==> config.mk <==
export PLATFORM = sky130hd
export DESIGN_NAME = keypad_ir_remote_encoder
export DESIGN_NICKNAME = d
export VERILOG_FILES = /design/src/rtl/kir_pkg.sv /design/src/rtl/kir_front.sv /design/src/rtl/kir_queue.sv /design/src/rtl/kir_frame.sv /design/src/rtl/keypad_ir_remote_encoder.sv
export VERILOG_INCLUDE_DIRS = /design/src /design/src/rtl
export SDC_FILE = /design/constraint.sdc
export NUM_CORES = 1
export LEC_CHECK = 0
export BUFFER_PORTS_ARGS = -buffer_cell sky130_fd_sc_hd__buf_2
export CORE_UTILIZATION = 59
export DETAILED_ROUTE_END_ITERATION = 7
export PLACE_DENSITY = 0.87
export RECOVER_POWER = 25
export SKIP_CTS_REPAIR_TIMING = 1
export SLEW_MARGIN = 20
export SYNTH_ARGS = -nofsm -noshare
export SYNTH_HDL_FRONTEND = slang
export SYNTH_SLANG_ARGS = --single-unit
export TNS_END_PERCENT = 5
==> constraint.sdc <==
create_clock -name aclk -period 4.4 [get_ports aclk]
set_input_delay 0 -clock aclk [delete_from_list [all_inputs] [get_ports aclk]]
set_output_delay 0 -clock aclk [all_outputs]
set_load 0.05 [all_outputs]
==> src/rtl/keypad_ir_remote_encoder_macros.svh <==
// Assertion macros shared by the encoder modules.
`ifndef KEYPAD_IR_REMOTE_ENCODER_MACROS_SVH
`define KEYPAD_IR_REMOTE_ENCODER_MACROS_SVH

// A condition that must hold at every clock edge out of reset.
`define KIR_ASSERT_ALWAYS(label, clk, rstn, cond) \
    label: assert property (@(posedge clk) disable iff (!(rstn)) (cond)) \
        else $error("assertion failed: invariant");

// A consequence in the same cycle.
`define KIR_ASSERT_IMPLIES(label, clk, rstn, ante, cons) \
    label: assert property (@(posedge clk) disable iff (!(rstn)) (ante) |-> (cons)) \
        else $error("assertion failed: same-cycle implication");

// A consequence in the following cycle.
`define KIR_ASSERT_NEXT(label, clk, rstn, ante, cons) \
    label: assert property (@(posedge clk) disable iff (!(rstn)) (ante) |=> (cons)) \
        else $error("assertion failed: next-cycle implication");

`endif

==> src/rtl/kir_pkg.sv <==
package kir_pkg;

    localparam int KEY_ROWS  = 6;
    localparam int KEY_COLS  = 6;
    localparam int KEY_BITS  = KEY_ROWS * KEY_COLS;
    localparam int KEY_IDX_W = $clog2(KEY_ROWS * KEY_COLS);
    localparam int COL_POS_W = $clog2(KEY_COLS);
    localparam int ROM_SIZE  = 36;
    localparam int CODE_W    = 8;
    localparam int UNITS_W   = 8;
    localparam int CFG_IDX_W = 3;
    localparam int CFG_W     = 8;

    localparam int Q_DEPTH   = 2;
    localparam int Q_PTR_W   = (Q_DEPTH > 1) ? $clog2(Q_DEPTH) : 1;
    localparam int Q_CNT_W   = $clog2(Q_DEPTH + 1);

    localparam int STEP_W          = 6;
    localparam int BIT_STEP_FIRST  = 2;
    localparam int BIT_STEP_LAST   = BIT_STEP_FIRST + 4 * CODE_W - 1;
    localparam int STOP_MARK_STEP  = BIT_STEP_LAST + 1;
    localparam int STOP_SPACE_STEP = BIT_STEP_LAST + 2;
    localparam int SEG_LAST_STEP   = BIT_STEP_LAST + 3;
    localparam int WORD_W          = 2 * CODE_W;
    localparam int BIT_SEL_W       = $clog2(2 * CODE_W);

    localparam logic [CFG_IDX_W-1:0] REG_SYSTEM_CODE = 3'd0;
    localparam logic [CFG_IDX_W-1:0] REG_HEADER      = 3'd1;
    localparam logic [CFG_IDX_W-1:0] REG_BIT_MARK    = 3'd2;
    localparam logic [CFG_IDX_W-1:0] REG_ONE_SPACE   = 3'd3;
    localparam logic [CFG_IDX_W-1:0] REG_ZERO_SPACE  = 3'd4;
    localparam logic [CFG_IDX_W-1:0] REG_STOP_SPACE  = 3'd5;

    localparam logic [CFG_W-1:0] RST_SYSTEM_CODE = 8'h02;
    localparam logic [CFG_W-1:0] RST_HEADER      = 8'd114;
    localparam logic [CFG_W-1:0] RST_BIT_MARK    = 8'd19;
    localparam logic [CFG_W-1:0] RST_ONE_SPACE   = 8'd95;
    localparam logic [CFG_W-1:0] RST_ZERO_SPACE  = 8'd57;
    localparam logic [CFG_W-1:0] RST_STOP_SPACE  = 8'd152;

    localparam logic [CODE_W-1:0] CODE_ROM [ROM_SIZE] = '{
        8'h14, 8'h0B, 8'h01, 8'h02, 8'h03, 8'h04,
        8'h05, 8'h06, 8'h07, 8'h08, 8'h09, 8'h0A,
        8'h00, 8'h0E, 8'h0D, 8'h1E, 8'h1D, 8'h15,
        8'h11, 8'h30, 8'h12, 8'h2F, 8'h13, 8'h10,
        8'h1C, 8'h1A, 8'h19, 8'h20, 8'h0C, 8'h1F,
        8'h21, 8'h16, 8'h17, 8'h18, 8'h0F, 8'h1B
    };

    typedef enum logic [1:0] {
        KIND_NONE    = 2'd0,
        KIND_INVALID = 2'd1,
        KIND_MARK    = 2'd2,
        KIND_SPACE   = 2'd3
    } seg_kind_t;

    typedef enum logic [1:0] {
        JOB_NONE    = 2'd0,
        JOB_INVALID = 2'd1,
        JOB_SEND    = 2'd2
    } job_kind_t;

    typedef struct packed {
        job_kind_t         kind;
        logic [CODE_W-1:0] code;
    } job_t;

    typedef struct packed {
        logic [CFG_W-1:0] system_code;
        logic [CFG_W-1:0] header_units;
        logic [CFG_W-1:0] bit_mark_units;
        logic [CFG_W-1:0] one_space_units;
        logic [CFG_W-1:0] zero_space_units;
        logic [CFG_W-1:0] stop_space_units;
    } cfg_t;

endpackage

==> src/rtl/kir_front.sv <==
module kir_front
    import kir_pkg::*;
(
    input  logic                s_valid,
    output logic                s_ready,
    input  logic [KEY_BITS-1:0] s_key_matrix,
    input  logic                q_full,
    output logic                q_push,
    output job_t                q_job
);

    logic [KEY_COLS-1:0]  row_bits  [KEY_ROWS];
    logic                 row_one   [KEY_ROWS];
    logic                 row_many  [KEY_ROWS];
    logic [COL_POS_W-1:0] row_pos   [KEY_ROWS];
    logic                 found;
    logic                 invalid;
    logic [KEY_IDX_W-1:0] key_idx;
    logic                 in_rom;

    always_comb begin
        for (int r = 0; r < KEY_ROWS; r++) begin
            row_bits[r] = s_key_matrix[r*KEY_COLS +: KEY_COLS];
            row_many[r] = (row_bits[r] & (row_bits[r] - 1'b1)) != '0;
            row_one[r]  = (row_bits[r] != '0) && !row_many[r];
            row_pos[r]  = '0;
            for (int c = KEY_COLS - 1; c >= 0; c--) begin
                if (row_bits[r][c]) begin
                    row_pos[r] = COL_POS_W'(c);
                end
            end
        end
    end

    always_comb begin
        found   = 1'b0;
        invalid = 1'b0;
        key_idx = '0;
        if (row_one[0]) begin
            found   = 1'b1;
            key_idx = KEY_IDX_W'(row_pos[0]);
        end else if (row_many[0]) begin
            invalid = 1'b1;
        end else begin
            for (int r = 1; r < KEY_ROWS; r++) begin
                if (row_many[r] || (row_one[r] && found)) begin
                    invalid = 1'b1;
                end else if (row_one[r]) begin
                    found   = 1'b1;
                    key_idx = KEY_IDX_W'(r * KEY_COLS + int'(row_pos[r]));
                end
            end
        end
    end

    always_comb begin
        in_rom     = int'(key_idx) < ROM_SIZE;
        q_job.code = '0;
        if (invalid) begin
            q_job.kind = JOB_INVALID;
        end else if (found) begin
            q_job.kind = JOB_SEND;
            if (in_rom) begin
                q_job.code = CODE_ROM[key_idx];
            end
        end else begin
            q_job.kind = JOB_NONE;
        end
    end

    // A key with no code entry is taken but causes no request downstream.
    assign s_ready = !q_full;
    assign q_push  = s_valid && !q_full && (invalid || !found || in_rom);

endmodule

==> src/rtl/kir_queue.sv <==
`include "keypad_ir_remote_encoder_macros.svh"

module kir_queue
    import kir_pkg::*;
(
    input  logic aclk,
    input  logic aresetn,
    input  logic push,
    input  job_t push_job,
    output logic full,
    input  logic pop,
    output logic head_valid,
    output job_t head_job
);

    job_t               mem_reg [Q_DEPTH];
    logic [Q_PTR_W-1:0] wr_ptr_reg;
    logic [Q_PTR_W-1:0] wr_ptr_next;
    logic [Q_PTR_W-1:0] rd_ptr_reg;
    logic [Q_PTR_W-1:0] rd_ptr_next;
    logic [Q_CNT_W-1:0] count_reg;
    logic [Q_CNT_W-1:0] count_next;
    logic               do_pop;

    assign full       = count_reg == Q_CNT_W'(Q_DEPTH);
    assign head_valid = count_reg != '0;
    assign head_job   = mem_reg[rd_ptr_reg];
    assign do_pop     = pop && head_valid;

    always_comb begin
        wr_ptr_next = wr_ptr_reg;
        rd_ptr_next = rd_ptr_reg;
        count_next  = count_reg;
        if (push) begin
            wr_ptr_next = (wr_ptr_reg == Q_PTR_W'(Q_DEPTH - 1)) ? '0 : wr_ptr_reg + 1'b1;
        end
        if (do_pop) begin
            rd_ptr_next = (rd_ptr_reg == Q_PTR_W'(Q_DEPTH - 1)) ? '0 : rd_ptr_reg + 1'b1;
        end
        if (push && !do_pop) begin
            count_next = count_reg + 1'b1;
        end else if (do_pop && !push) begin
            count_next = count_reg - 1'b1;
        end
    end

    always_ff @(posedge aclk) begin
        if (!aresetn) begin
            wr_ptr_reg <= '0;
            rd_ptr_reg <= '0;
            count_reg  <= '0;
        end else begin
            wr_ptr_reg <= wr_ptr_next;
            rd_ptr_reg <= rd_ptr_next;
            count_reg  <= count_next;
        end
    end

    always_ff @(posedge aclk) begin
        if (push) begin
            mem_reg[wr_ptr_reg] <= push_job;
        end
    end

    `KIR_ASSERT_ALWAYS(a_count_range, aclk, aresetn, count_reg <= Q_CNT_W'(Q_DEPTH))
    `KIR_ASSERT_IMPLIES(a_no_overflow, aclk, aresetn, push, !full || do_pop)

endmodule

==> src/rtl/kir_frame.sv <==
`include "keypad_ir_remote_encoder_macros.svh"

module kir_frame
    import kir_pkg::*;
(
    input  logic               aclk,
    input  logic               aresetn,
    input  cfg_t               cfg,
    input  logic               head_valid,
    input  job_t               head_job,
    output logic               pop,
    output logic               m_valid,
    input  logic               m_ready,
    output logic [1:0]         m_segment_kind,
    output logic [UNITS_W-1:0] m_segment_units,
    output logic               m_last_segment
);

    logic                 m_valid_reg;
    seg_kind_t            m_kind_reg;
    logic [UNITS_W-1:0]   m_units_reg;
    logic                 m_last_reg;
    logic [STEP_W-1:0]    step_reg;
    logic [STEP_W-1:0]    step_next;

    seg_kind_t            seg_kind;
    logic [UNITS_W-1:0]   seg_units;
    logic                 seg_last;
    logic                 out_free;
    logic                 advance;
    logic [STEP_W-1:0]    bit_off;
    logic [BIT_SEL_W-1:0] bit_sel;
    logic [WORD_W-1:0]    frame_word;
    logic                 bit_val;
    logic                 out_is_status;

    assign out_free   = !m_valid_reg || m_ready;
    assign advance    = head_valid && out_free;
    assign pop        = advance && seg_last;
    assign frame_word = {cfg.system_code, head_job.code};
    assign bit_off    = step_reg - STEP_W'(BIT_STEP_FIRST);
    assign bit_sel    = BIT_SEL_W'(WORD_W - 1) - bit_off[BIT_SEL_W:1];
    assign bit_val    = frame_word[bit_sel];

    always_comb begin
        seg_kind  = KIND_NONE;
        seg_units = '0;
        seg_last  = 1'b1;
        unique case (head_job.kind)
            JOB_NONE: begin
                seg_kind = KIND_NONE;
            end
            JOB_INVALID: begin
                seg_kind = KIND_INVALID;
            end
            JOB_SEND: begin
                seg_last = 1'b0;
                if (step_reg == '0) begin
                    seg_kind  = KIND_MARK;
                    seg_units = cfg.header_units;
                end else if (step_reg < STEP_W'(BIT_STEP_FIRST)) begin
                    seg_kind  = KIND_SPACE;
                    seg_units = cfg.header_units;
                end else if (step_reg <= STEP_W'(BIT_STEP_LAST)) begin
                    if (!bit_off[0]) begin
                        seg_kind  = KIND_MARK;
                        seg_units = cfg.bit_mark_units;
                    end else begin
                        seg_kind  = KIND_SPACE;
                        seg_units = bit_val ? cfg.one_space_units : cfg.zero_space_units;
                    end
                end else if (step_reg == STEP_W'(STOP_MARK_STEP)) begin
                    seg_kind  = KIND_MARK;
                    seg_units = cfg.bit_mark_units;
                end else if (step_reg == STEP_W'(STOP_SPACE_STEP)) begin
                    seg_kind  = KIND_SPACE;
                    seg_units = cfg.stop_space_units;
                end else begin
                    seg_kind  = KIND_MARK;
                    seg_units = cfg.bit_mark_units;
                    seg_last  = 1'b1;
                end
            end
            default: begin
                seg_kind = KIND_NONE;
            end
        endcase
    end

    always_comb begin
        step_next = step_reg;
        if (advance) begin
            step_next = seg_last ? '0 : step_reg + 1'b1;
        end
    end

    always_ff @(posedge aclk) begin
        if (!aresetn) begin
            m_valid_reg <= 1'b0;
            step_reg    <= '0;
        end else begin
            step_reg <= step_next;
            if (out_free) begin
                m_valid_reg <= head_valid;
            end
        end
    end

    always_ff @(posedge aclk) begin
        if (advance) begin
            m_kind_reg  <= seg_kind;
            m_units_reg <= seg_units;
            m_last_reg  <= seg_last;
        end
    end

    assign m_valid         = m_valid_reg;
    assign m_segment_kind  = m_kind_reg;
    assign m_segment_units = m_units_reg;
    assign m_last_segment  = m_last_reg;

    assign out_is_status = m_valid_reg && (m_kind_reg == KIND_NONE || m_kind_reg == KIND_INVALID);

    `KIR_ASSERT_ALWAYS(a_step_range, aclk, aresetn, step_reg <= STEP_W'(SEG_LAST_STEP))
    `KIR_ASSERT_IMPLIES(a_step_holds_item, aclk, aresetn, step_reg != '0, head_valid)
    `KIR_ASSERT_NEXT(a_pop_ends_scan, aclk, aresetn, pop, m_valid_reg && m_last_reg)
    `KIR_ASSERT_IMPLIES(a_status_is_last, aclk, aresetn, out_is_status, m_last_reg)

endmodule

==> src/rtl/keypad_ir_remote_encoder.sv <==
// Channel   Direction  Handshake           Payload
// s_        in         s_valid / s_ready   s_key_matrix (36 bits, one key scan)
// m_        out        m_valid / m_ready   m_segment_kind, m_segment_units, m_last_segment
// cfg_      in         cfg_we (no wait)    cfg_idx, cfg_wdata
//
// A key press frame is 37 segments on the output channel, one segment per cycle while m_ready
// is high; a status request is a single segment. The segment sequencer sets this sequence.
// The scan classifier takes one scan per cycle into a two-entry queue, so scans
// are accepted while a frame is still being sent, until the queue is full.
// Reset is synchronous and active low; it empties the queue and restores the registers.
// A stalled output holds its segment; the classifier stalls only on a full queue.
module keypad_ir_remote_encoder
    import kir_pkg::*;
(
    input  logic                 aclk,
    input  logic                 aresetn,
    input  logic                 s_valid,
    output logic                 s_ready,
    input  logic [KEY_BITS-1:0]  s_key_matrix,
    output logic                 m_valid,
    input  logic                 m_ready,
    output logic [1:0]           m_segment_kind,
    output logic [UNITS_W-1:0]   m_segment_units,
    output logic                 m_last_segment,
    input  logic                 cfg_we,
    input  logic [CFG_IDX_W-1:0] cfg_idx,
    input  logic [CFG_W-1:0]     cfg_wdata
);

    cfg_t cfg_reg;
    logic q_full;
    logic q_push;
    job_t q_job;
    logic q_pop;
    logic head_valid;
    job_t head_job;

    always_ff @(posedge aclk) begin
        if (!aresetn) begin
            cfg_reg.system_code      <= RST_SYSTEM_CODE;
            cfg_reg.header_units     <= RST_HEADER;
            cfg_reg.bit_mark_units   <= RST_BIT_MARK;
            cfg_reg.one_space_units  <= RST_ONE_SPACE;
            cfg_reg.zero_space_units <= RST_ZERO_SPACE;
            cfg_reg.stop_space_units <= RST_STOP_SPACE;
        end else if (cfg_we) begin
            unique case (cfg_idx)
                REG_SYSTEM_CODE: cfg_reg.system_code      <= cfg_wdata;
                REG_HEADER:      cfg_reg.header_units     <= cfg_wdata;
                REG_BIT_MARK:    cfg_reg.bit_mark_units   <= cfg_wdata;
                REG_ONE_SPACE:   cfg_reg.one_space_units  <= cfg_wdata;
                REG_ZERO_SPACE:  cfg_reg.zero_space_units <= cfg_wdata;
                REG_STOP_SPACE:  cfg_reg.stop_space_units <= cfg_wdata;
                default: begin
                end
            endcase
        end
    end

    kir_front u_front (
        .s_valid      (s_valid),
        .s_ready      (s_ready),
        .s_key_matrix (s_key_matrix),
        .q_full       (q_full),
        .q_push       (q_push),
        .q_job        (q_job)
    );

    kir_queue u_queue (
        .aclk       (aclk),
        .aresetn    (aresetn),
        .push       (q_push),
        .push_job   (q_job),
        .full       (q_full),
        .pop        (q_pop),
        .head_valid (head_valid),
        .head_job   (head_job)
    );

    kir_frame u_frame (
        .aclk            (aclk),
        .aresetn         (aresetn),
        .cfg             (cfg_reg),
        .head_valid      (head_valid),
        .head_job        (head_job),
        .pop             (q_pop),
        .m_valid         (m_valid),
        .m_ready         (m_ready),
        .m_segment_kind  (m_segment_kind),
        .m_segment_units (m_segment_units),
        .m_last_segment  (m_last_segment)
    );

endmodule

## Yosys cells after proc, flatten, opt, wreduce, memory -nomap -nowiden

Memories as Yosys holds them, arrays and structs flattened. A register that Yosys moved wholly into a read port is not among the register bits.
Cells that the tools add are included.
W data, S select, Z words.

| storage, ports and cells | value |
|---|---|
| bits in registers | 70 |
| memory bits (writable) | 20 |
| bits in read-only memories | 512 |
| input port bits | 52 |
| output and inout port bits | 13 |
| logic and storage cells | 228 |
| memories | 2 |

Memory list:

| name | words | width | rd ports | clocked after memory_dff | wr ports | RTL line | text |
|---|---|---|---|---|---|---|---|
| (name not given) | 64 | 8 | 1 | 0 | 0 | kir_front.sv:64 | `q_job.code = CODE_ROM[key_idx];` |
| u_queue.mem_reg | 2 | 10 | 1 | 1 | 1 | kir_queue.sv:16 | `job_t mem_reg [Q_DEPTH];` |

| operators by class | value |
|---|---|
| $add $sub $neg | 18 |
| order comparisons | 5 |
| eq/ne operators | 10 |
| mux-type cells | 115 |
| bitwise operators | 7 |
| reduce and logical (&&, ||, !) cells | 57 |

Operators by type and width:

| operator | count |
|---|---|
| $mux W3 | 36 |
| $mux W8 | 12 |
| $mux W6 | 15 |
| $reduce_bool A6 Y1 | 12 |
| $mux W1 | 42 |
| $and A6 B6 Y6 | 6 |
| $sub A6 B1 Y6 const B | 6 |
| $add A5 B3 Y6 const A | 3 |
| $logic_and A1 B1 Y1 | 17 |
| $mux W2 | 8 |
| $eq A6 B6 Y1 const B | 2 |
| $reduce_and A2 Y1 | 6 |
| $logic_not A1 Y1 | 11 |
| $ge A7 B7 Y1 const B | 1 |
| $logic_or A1 B1 Y1 | 7 |
| $not A6 Y7 | 1 |
| $add A6 B1 Y6 const B | 1 |
| $eq A3 B2 Y1 const B | 2 |
| $eq A3 B3 Y1 const B | 2 |
| $le A6 B6 Y1 const B | 1 |
| $logic_not A6 Y1 | 1 |
| $lt A6 B2 Y1 const B | 1 |
| $lt A6 B6 Y1 const B | 1 |
| $add A4 B3 Y5 const A | 1 |
| 14 further kinds | 17 |

## Logic depth before layout (Yosys ltp)

Gate-level depths: netlist of run 1.

| logic depth | value |
|---|---|
| word-level depth | 37 |
| depth in mapped cells | 16 |
| gate-level depth less buffers | 14 |

## Hierarchy

From an unflattened synthesis of run 1, not the netlist that was laid out.

| second synthesis, totals | value |
|---|---|
| cell total of the unflattened synthesis | 655 |
| area, all modules | 6,138.4 µm² |

By module, submodules not included:

| module | instances | cells each | area an instance (µm²) | sequential area each (µm²) |
|---|---|---|---|---|
| kir_front | 1 | 285 | 1,919.3 | 0.0 |
| keypad_ir_remote_encoder | 1 | 182 | 1,904.3 | 960.9 |
| kir_frame | 1 | 135 | 1,376.3 | 470.5 |
| kir_queue | 1 | 53 | 938.4 | 700.7 |

## Worst setup path before layout of run 1

No wires, ideal clock.

| timing | value |
|---|---|
| path kind | input-to-reg |
| start | input s_key_matrix[27] |
| end | memory u_queue.mem_reg[0][0] (netlist name), data pin |
| library setup time | 177 ps |
| arrival time | 2,878 ps |
| required time | 4,223 ps |
| slack | 1,345 ps |
| stages | 12 |
| path buffers | 1 |
| cell sequence | buf_6 > or4_4 > maj3_2 > a31oi_4 > mux2i_1 > nor3_1 > o31ai_1 > nand2_1 > inv_1 > ha_1 > a221o_1 > a221oi_2 |

RTL lines:

| what | RTL line | text |
|---|---|---|
| start: declaration | keypad_ir_remote_encoder.sv:19 | `input logic [KEY_BITS-1:0] s_key_matrix,` |
| end: declaration | kir_queue.sv:16 |  |

## Worst setup path in the final report of run 1

| timing | value |
|---|---|
| start | register u_frame.step_reg[1] |
| end | register u_frame.m_units_reg[1], in the netlist u_frame.m_segment_units[1], data pin |

| on the way | value |
|---|---|
| word-level cells in the longest chain between the ends | 9 |
| elaborated cells between the ends (all ways) | 16 |
| classes of those cells | 2 x add/sub; 2 x order compare; 2 x eq/ne; 9 x mux; 1 x reduce/logical |

Ends and longest elaborated chain:

| what | RTL line | text |
|---|---|---|
| start: declaration | kir_frame.sv:23 | `logic [STEP_W-1:0] step_reg;` |
| start signal: assignment | kir_frame.sv:102 | `step_reg <= step_next;` |
| $sub A5 B2 Y5 | kir_frame.sv:41 | `assign bit_off = step_reg - STEP_W'(BIT_STEP_FIRST);` |
| $sub A4 B4 Y4 | kir_frame.sv:42 | `assign bit_sel = BIT_SEL_W'(WORD_W - 1) - bit_off[BIT_SEL_W:1];` |
| $bmux W1 S4 | kir_frame.sv:43 | `assign bit_val = frame_word[bit_sel];` |
| $mux W1 (not written as such) | kir_frame.sv:43 |  |
| $mux W8 | kir_frame.sv:70 | `seg_units = bit_val ? cfg.one_space_units : cfg.zero_space_units;` |
| $mux W8 | kir_frame.sv:65 | `if (!bit_off[0]) begin` |
| $mux W8 | kir_frame.sv:64 | `end else if (step_reg <= STEP_W'(BIT_STEP_LAST)) begin` |
| $mux W8 | kir_frame.sv:61 | `end else if (step_reg < STEP_W'(BIT_STEP_FIRST)) begin` |
| $mux W8 * | kir_frame.sv:58 | `if (step_reg == '0) begin` |
| end signal: assignment | kir_frame.sv:112 | `m_units_reg <= seg_units;` |
| end: declaration | kir_frame.sv:21 | `logic [UNITS_W-1:0] m_units_reg;` |

Mark *: on every way between the ends. The rest lies on a longest branch, timed or not. The select of a mux whose other input is x is not followed.
A chain may end at the register's enable or synchronous reset.

==> results.txt, run 1 <==
----------------------------------------------------
[Worst setup path]
  Crit-path max FO ... 10
  Critical path's top delay family ... compound AO/OA/AOI/OAI gates
  Slowest cell on crit path ... sky130_fd_sc_hd__dfxtp_1
  Worst endpoint data arrival time ... 3.50 ns
  Largest incremental delay on the critical path ... 0.64 ns
  Crit. End Element ... flop
  Buffer and inverter count on the worst path ... 1
  Crit path launch type ... flop
  FF-to-FF setup slack ... 1.01 ns
  Kind of critical path ... reg -> reg
  Worst-path cell chain ... inv_1 -> ha_1 -> mux2_2 -> a221oi_1 -> a21o_1 -> mux2i_1 -> a211oi_1 -> a21oi_1 -> nor2b_1
  Required time at the endpoint of the critical path ... 4.51 ns

[Pwr]
  Power consumption ... 2.289 mW
  NetSw ... 0.8150 mW
  Leakage power figure ... 2.416 nW
  Combinational fraction of design power ... 0.309
  Worst voltage drop across the vdd grid ... 0.2433 mV
  Share of total power consumed by net switching ... 0.3560
  Clk pwr share ... 0.263
  Portion of total power attributed to sequential cells ... 0.429
  Power density over cell area ... 361.1 mW/mm^2
  Internal ... 1.474 mW

[Placement]
  Placed Area ... 0.006036 mm^2
  Placer Congestion ... 0.9312
  Port Buffers ... 64
  DPL Wire Length ... 10420 um

[Detailed routing]
  First-iteration detailed-routing DRC count ... 340
  Total number of vias ... 5303
  Final Routed Wirelength ... 14020 um
  Final ANT Viol Nets ... 0
  Number of optimization iterations in the first detailed-route pass ... 7
  Detailed-route wire length per cell ... 16.21 um
  Average via count per standard cell ... 6.131
  DRC viols ... 0

[Clock tree]
  Number of buffers created by CTS ... 9
  Max Buffers Root-to-Sink ... 2
  Worst-skew pair later-pin latency ... 0.36 ns
  Clock tree from TritonCTS ... built
  H-tree depth reported by CTS ... 3
  Number of clock sinks seen by CTS ... 87
  Clock root buffer ... sky130_fd_sc_hd__clkbuf_8
  Clock-pin slew on the worst setup and hold paths ... 0.09 ns

[STA]
  RSZ-0062 raised after global routing ... no
  Worst clock skew on the final layout ... 0.02204 ns
  Fin. Hold Viols ... 0
  Final period demand of the worst path ... 3.391 ns
  Post-route fraction of the period consumed by the critical path ... 0.7707
  Transition time at the pin with the least slew margin ... 0.8920 ns
  Final setup fails ... 0
  Highest Clock Rate ... 294.9 MHz
  Total negative slack ... 0 ns
  Total count of max-transition violations in the final report ... 0
  Final hold slack ... 0.04895 ns
  Worst slew margin relative to its limit ... 0.4053

[Yosys]
  Sequential fraction of the synthesis area ... 0.3509
  Top cells by area, synth ... sky130_fd_sc_hd__dfxtp_1 (21%), sky130_fd_sc_hd__edfxtp_1 (14%), sky130_fd_sc_hd__nand2_1 (8.1%)
  Number of synthesized flops with an enable pin ... 27
  Predominant post-synthesis flop cell ... sky130_fd_sc_hd__dfxtp_1
  Async set-reset flop share out of synthesis ... 0
  Count of unique library cells instantiated by Yosys ... 64
  Post-synthesis sequential element count ... 87
  Syn Inst Count ... 692
  Library cell occupying the most area in the post-synthesis netlist ... sky130_fd_sc_hd__dfxtp_1
  Yosys warnings ... 0
  Post-Syn Area per Cell ... 8.285 um^2
  Area share of the largest cell type after synthesis ... 0.2095
  Combined area of all synthesized cells ... 0.005733 mm^2
  Post-synth net total ... 763

[Final layout]
  Highest-count cells in the layout ignoring fill and taps ... sky130_fd_sc_hd__nand2_1 (124), sky130_fd_sc_hd__dfxtp_1 (60), sky130_fd_sc_hd__buf_2 (60)
  Net count, final ... 802
  Most common cell after layout, fill and taps aside ... sky130_fd_sc_hd__nand2_1
  Layout cell share with drive strength beyond 1 ... 0.1372
  Antenna diode count ... 0
  Syn-to-layout area delta ... 10.58%
  Number of flip-flops under the largest register name ... 48
  Non-Filler Cell Area, Final ... 0.006340 mm^2
  Fraction of the core area covered by cells at the end of the flow ... 0.6797

[Floorplanning]
  Number of ports placed on the die boundary ... 65
  Vertical extent of the die ... 100.6 um
  Die X ... 100.6 um
  Num rows ... 35
  Area inside the core boundary ... 0.009328 mm^2
  Overall die area ... 0.01012 mm^2
  Initial Util ... 0.6146

[GRT]
  Largest net degree at the start of global routing ... 58
  Via count of the first global-routing pass ... 4908
  Initial antenna violation count ... 0
  Total Routing Usage GR ... 0.2861
  Total global routing overflow ... 0
  Wire length of the first global-routing pass ... 23040 um

[Worst hold path]
  Class of the most critical hold timing path ... in -> reg

[Run status]
  Result of the run ... complete, no violations

[Job]
  Maxcap violations ... 0

----------------------------------------------------
-- worst min-delay path, cell delays in order --
cell and delay (ns):
sky130_fd_sc_hd__buf_2 0.08, sky130_fd_sc_hd__nor2b_1 0.05, sky130_fd_sc_hd__o21ai_0 0.15, sky130_fd_sc_hd__a21boi_0 0.07
-- cells by family after synthesis --
family	Yosys count	synth area share
AND/OR/NAND/NOR	295	0.2431
multiplexers	30	0.06416
flip-flops	87	0.3509
AO/OA/AOI/OAI	168	0.2049
XOR/XNOR	27	0.04125
buffers and inverters	59	0.04168
adder cells (fa/ha/maj)	26	0.05391
-- cells in the mapped netlist (4+ instances only) --
cell type / n
sky130_fd_sc_hd__a31oi_1: 4
sky130_fd_sc_hd__nor4_1: 9
sky130_fd_sc_hd__o22ai_1: 12
sky130_fd_sc_hd__and3_1: 5
sky130_fd_sc_hd__o21a_1: 6
sky130_fd_sc_hd__a211oi_1: 11
sky130_fd_sc_hd__o211ai_1: 12
sky130_fd_sc_hd__or4_1: 4
sky130_fd_sc_hd__nor3b_1: 4
sky130_fd_sc_hd__mux4_2: 5
sky130_fd_sc_hd__dfxtp_1: 60
sky130_fd_sc_hd__a21oi_1: 21
sky130_fd_sc_hd__xor2_1: 21
sky130_fd_sc_hd__nand3_1: 35
sky130_fd_sc_hd__o21bai_1: 4
sky130_fd_sc_hd__maj3_1: 6
sky130_fd_sc_hd__nor2_1: 41
sky130_fd_sc_hd__mux2i_1: 21
sky130_fd_sc_hd__inv_1: 14
sky130_fd_sc_hd__nand2_1: 124
sky130_fd_sc_hd__nor2b_1: 17
sky130_fd_sc_hd__or3_1: 6
sky130_fd_sc_hd__edfxtp_1: 27
sky130_fd_sc_hd__mux2_2: 4
sky130_fd_sc_hd__clkbuf_1: 41
sky130_fd_sc_hd__xnor2_1: 6
sky130_fd_sc_hd__a21boi_0: 29
sky130_fd_sc_hd__o21ai_0: 36
sky130_fd_sc_hd__and2_1: 11
sky130_fd_sc_hd__nand3b_1: 4
sky130_fd_sc_hd__ha_1: 19
sky130_fd_sc_hd__nor3_1: 20
sky130_fd_sc_hd__nand4_1: 5
-- routing by layer --
layer  global-route usage  share of wire
met5                    0              0
met1               0.3462           0.41
met2               0.5184           0.51
met3              0.03329          0.048
met4               0.1104          0.029
-- power groups by stage --
stage | clock [mW] | combinational, mW | sequential (mW)
global route | 0.636 | 0.765 | 0.993
global placement | 0 | 0.672 | 0.996
floorplan | 0 | 0.384 | 1.14
finish | 0.601 | 0.706 | 0.982
CTS | 0.603 | 0.696 | 0.983
detailed placement | 0 | 0.693 | 1.00
-- cell type report --
cell class	count	area, um^2
multi-input combinational	546	3490
fill	754	2988
sequential	87	2012
timing repair buffer	73	402.9
tap	129	161.4
clock buffer	10	148.9
clock inverter	6	72.57
inverter	14	52.55
-- stage by stage --
stage          instances  worst slack (ns)
6_report             865             1.009
5_1_grt              865            0.8650
4_1_cts              857             1.087
3_5_place_dp         841            0.8461
3_3_place_gp         841             1.037
2_1_floorplan        692             1.345
-- final timing paths --
| kind | start | to | cells after the start |
|---|---|---|---|
| max | u_frame.step_reg[1] | u_frame.m_segment_units[1] | 9 |
| min | m_ready | u_frame.step_reg[0] | 4 |
| max reg2reg | u_frame.step_reg[1] | u_frame.m_segment_units[1] | 9 |
| min reg2reg | cfg_reg[15] | cfg_reg[15] | 2 |
Power figures use the tool's default switching activity.
==> run 2, diff against run 1 <==
ABC_AREA = 1   (was default)
CORE_UTILIZATION = 53   (was 59)
PLACE_DENSITY = 0.84   (was 0.87)
clock period = 2.8 ns   (was 4.4 ns; I/O delays follow)
==> run 2 against run 1 <==
The run now ends with hold timing, capacitance limit, slew limit left; count of clock-buffer cells in the layout unchanged; global-route usage decreased by 4.5 points; area after synthesis decreased by 5.5%; non-clock buffer count increased by 16; first-iteration DRC count decreased by 18%; critical path type unchanged.
==> results.txt, run 2 <==
----------------------------------------------------
[Run status]
  Result of the run ... finished with violations
  Failing checks ... hold timing, capacitance limit, slew limit

[Final layout]
  Layout cell share with drive strength beyond 1 ... 0.1559
  Number of inserted filler cells in the final layout ... 902
  Most common cell after layout, fill and taps aside ... sky130_fd_sc_hd__nand2_1
  Antenna diode count ... 0
  Non-filler instance count after layout ... 999
  Highest-count cells in the layout ignoring fill and taps ... sky130_fd_sc_hd__nand2_1 (156), sky130_fd_sc_hd__nor2_1 (113), sky130_fd_sc_hd__inv_1 (90)
  Number of flip-flops under the largest register name ... 48
  Syn-to-layout area delta ... 14.92%
  Net count, final ... 932

[Worst setup path]
  Required time at the endpoint of the critical path ... 2.99 ns
  Kind of critical path ... reg -> reg
  Source of the critical timing path ... u_frame.step_reg[2]
  Crit-path max FO ... 16
  Crit. End Element ... flop
  Worst endpoint data arrival time ... 2.71 ns
  RR Startpoint ... u_frame.step_reg[2]
  Crit path launch type ... flop

[GRT]
  Wire length of the first global-routing pass ... 20140 um
  Initial antenna violation count ... 1
  Via count of the first global-routing pass ... 4599
  Total global routing overflow ... 0
  Total Routing Usage GR ... 0.2408
  Largest net degree at the start of global routing ... 54

[Yosys]
  Yosys warnings ... 0
  Synth top cells by count ... sky130_fd_sc_hd__nand2_1 (156), sky130_fd_sc_hd__nor2_1 (113), sky130_fd_sc_hd__inv_1 (90)
  Number of synthesized flops with an enable pin ... 27
  Post-Syn Area per Cell ... 6.971 um^2
  Area share of the largest cell type after synthesis ... 0.2218
  Top cells by area, synth ... sky130_fd_sc_hd__dfxtp_1 (22%), sky130_fd_sc_hd__edfxtp_1 (15%), sky130_fd_sc_hd__nand2_1 (11%)
  Syn Inst Count ... 777
  Post-synth net total ... 848
  Sequential fraction of the synthesis area ... 0.3714
  Predominant post-synthesis flop cell ... sky130_fd_sc_hd__dfxtp_1
  Leading cell type by number of instances after synthesis ... sky130_fd_sc_hd__nand2_1
  Post-synthesis sequential element count ... 87
  Library cell occupying the most area in the post-synthesis netlist ... sky130_fd_sc_hd__dfxtp_1
  Combined area of all synthesized cells ... 0.005416 mm^2
  Async set-reset flop share out of synthesis ... 0
  Count of unique library cells instantiated by Yosys ... 46

[STA]
  Highest Clock Rate ... 396.4 MHz
  Fin. Hold Viols ... 3
  Worst slew margin relative to its limit ... -0.4107
  RSZ-0062 raised after global routing ... no
  Final period demand of the worst path ... 2.523 ns
  Total negative slack ... 0 ns
  Post-route fraction of the period consumed by the critical path ... 0.9010
  Transition time at the pin with the least slew margin ... 2.116 ns
  Worst clock skew on the final layout ... 0.01510 ns
  Final setup fails ... 0
  Total count of max-transition violations in the final report ... 54
  Final hold slack ... -0.006658 ns

[Detailed routing]
  First-iteration detailed-routing DRC count ... 279
  DRC viols ... 0
  Detailed-route wire length per cell ... 12.08 um
  Final ANT Viol Nets ... 0
  Average via count per standard cell ... 5.184
  Total number of vias ... 5179
  Final Routed Wirelength ... 12070 um
  Number of optimization iterations in the first detailed-route pass ... 5

[Clock tree]
  Clock tree from TritonCTS ... built
  Worst-skew pair later-pin latency ... 0.36 ns
  Clock root buffer ... sky130_fd_sc_hd__clkbuf_8
  Number of buffers created by CTS ... 9
  H-tree depth reported by CTS ... 3
  Clock-pin slew on the worst setup and hold paths ... 0.10 ns
  Number of clock sinks seen by CTS ... 87
  Max Buffers Root-to-Sink ... 2

[Floorplanning]
  Die X ... 103.1 um
  Number of ports placed on the die boundary ... 65
  Num rows ... 36
  Vertical extent of the die ... 103.1 um
  Area inside the core boundary ... 0.009819 mm^2
  Initial Util ... 0.5516
  Overall die area ... 0.01063 mm^2

[Placement]
  Placer Congestion ... 0.8338
  Port Buffers ... 64
  DPL Wire Length ... 8908 um
  Placed instance count ... 975

[Pwr]
  Worst voltage drop across the vdd grid ... 0.4653 mV
  Power density over cell area ... 576.3 mW/mm^2
  Leakage power figure ... 2.951 nW
  Power consumption ... 3.587 mW

[Worst hold path]
  Hold_sp ... cfg_wdata[7]
  Class of the most critical hold timing path ... in -> reg

[Job]
  Maxcap violations ... 1

----------------------------------------------------
run 2: area by class of cell:
| type | instances | area, um^2 | share of cell area |
|---|---|---|---|
| clock inverters | 6 | 47.55 | 0.007638 |
| clock buffers | 10 | 148.9 | 0.02392 |
| flip-flops and latches | 87 | 2012 | 0.3232 |
| well taps | 133 | 166.4 | 0.02673 |
| inverters | 105 | 394.1 | 0.06332 |
| repair buffers | 89 | 514.2 | 0.08261 |
| multi-input cells | 569 | 2942 | 0.4726 |
run 2: worst paths after layout:
check,end,slack (ns),cells after the start
worst min register to register,cfg_reg[21],0.46,2
worst min-delay path,cfg_reg[23],-0.007,3
worst max register to register,u_frame.m_segment_units[5],0.28,12
worst max-delay path,u_frame.m_segment_units[5],0.28,12
run 2: stage by stage:
step	utilization	area (um^2)	setup WS (ns)	hold WS, ns
4_1_cts	0.6272	6158	0.2135	-0.07924
5_1_grt	0.6339	6225	0.07283	0.005524
3_3_place_gp	0.6072	5962	0.1555	0.3039
3_5_place_dp	0.6072	5962	0.1183	0.3102
2_1_floorplan	-	5416	0.06440	0.1261
6_report	0.6339	6225	0.2771	-0.006658
run 2: worst max-delay path: stages (launching register included):
cell	delay (ns)
sky130_fd_sc_hd__dfxtp_1	0.36
sky130_fd_sc_hd__inv_1	0.06
sky130_fd_sc_hd__ha_1	0.28
sky130_fd_sc_hd__inv_1	0.16
sky130_fd_sc_hd__o21ai_0	0.11
sky130_fd_sc_hd__o22ai_1	0.13
sky130_fd_sc_hd__nand2_1	0.06
sky130_fd_sc_hd__o2111ai_1	0.07
sky130_fd_sc_hd__nand2_1	0.32
sky130_fd_sc_hd__o21ai_0	0.31
sky130_fd_sc_hd__nand2_1	0.08
sky130_fd_sc_hd__a32o_1	0.23
sky130_fd_sc_hd__a21oi_1	0.17
run 2: cells by family after synthesis:
logic type	synth area share
and+or+nand+nor	0.2998
AOI/OAI and AO/OA	0.1880
buffers and inverters	0.08547
DFF	0.3714
adders and majority gates	0.04389
xor gates and xnor gates	0.01132
run 2: power by group:
group          switching [mW]  leakage [nW]  internal (mW)
clock network           0.465         0.100          0.386
registers              0.0575         0.747           1.50
logic                   0.856          2.10          0.322
total                    1.38          2.95           2.21
run 2: layer usage:
metal / track usage / vias up / share of wire
met4: 0.09209 / 2 / 0.028
met1: 0.2986 / 2269 / 0.45
li1: - / 2732 / -
met2: 0.4149 / 142 / 0.47
met5: 0 / - / 0.0011
met3: 0.04475 / 34 / 0.055
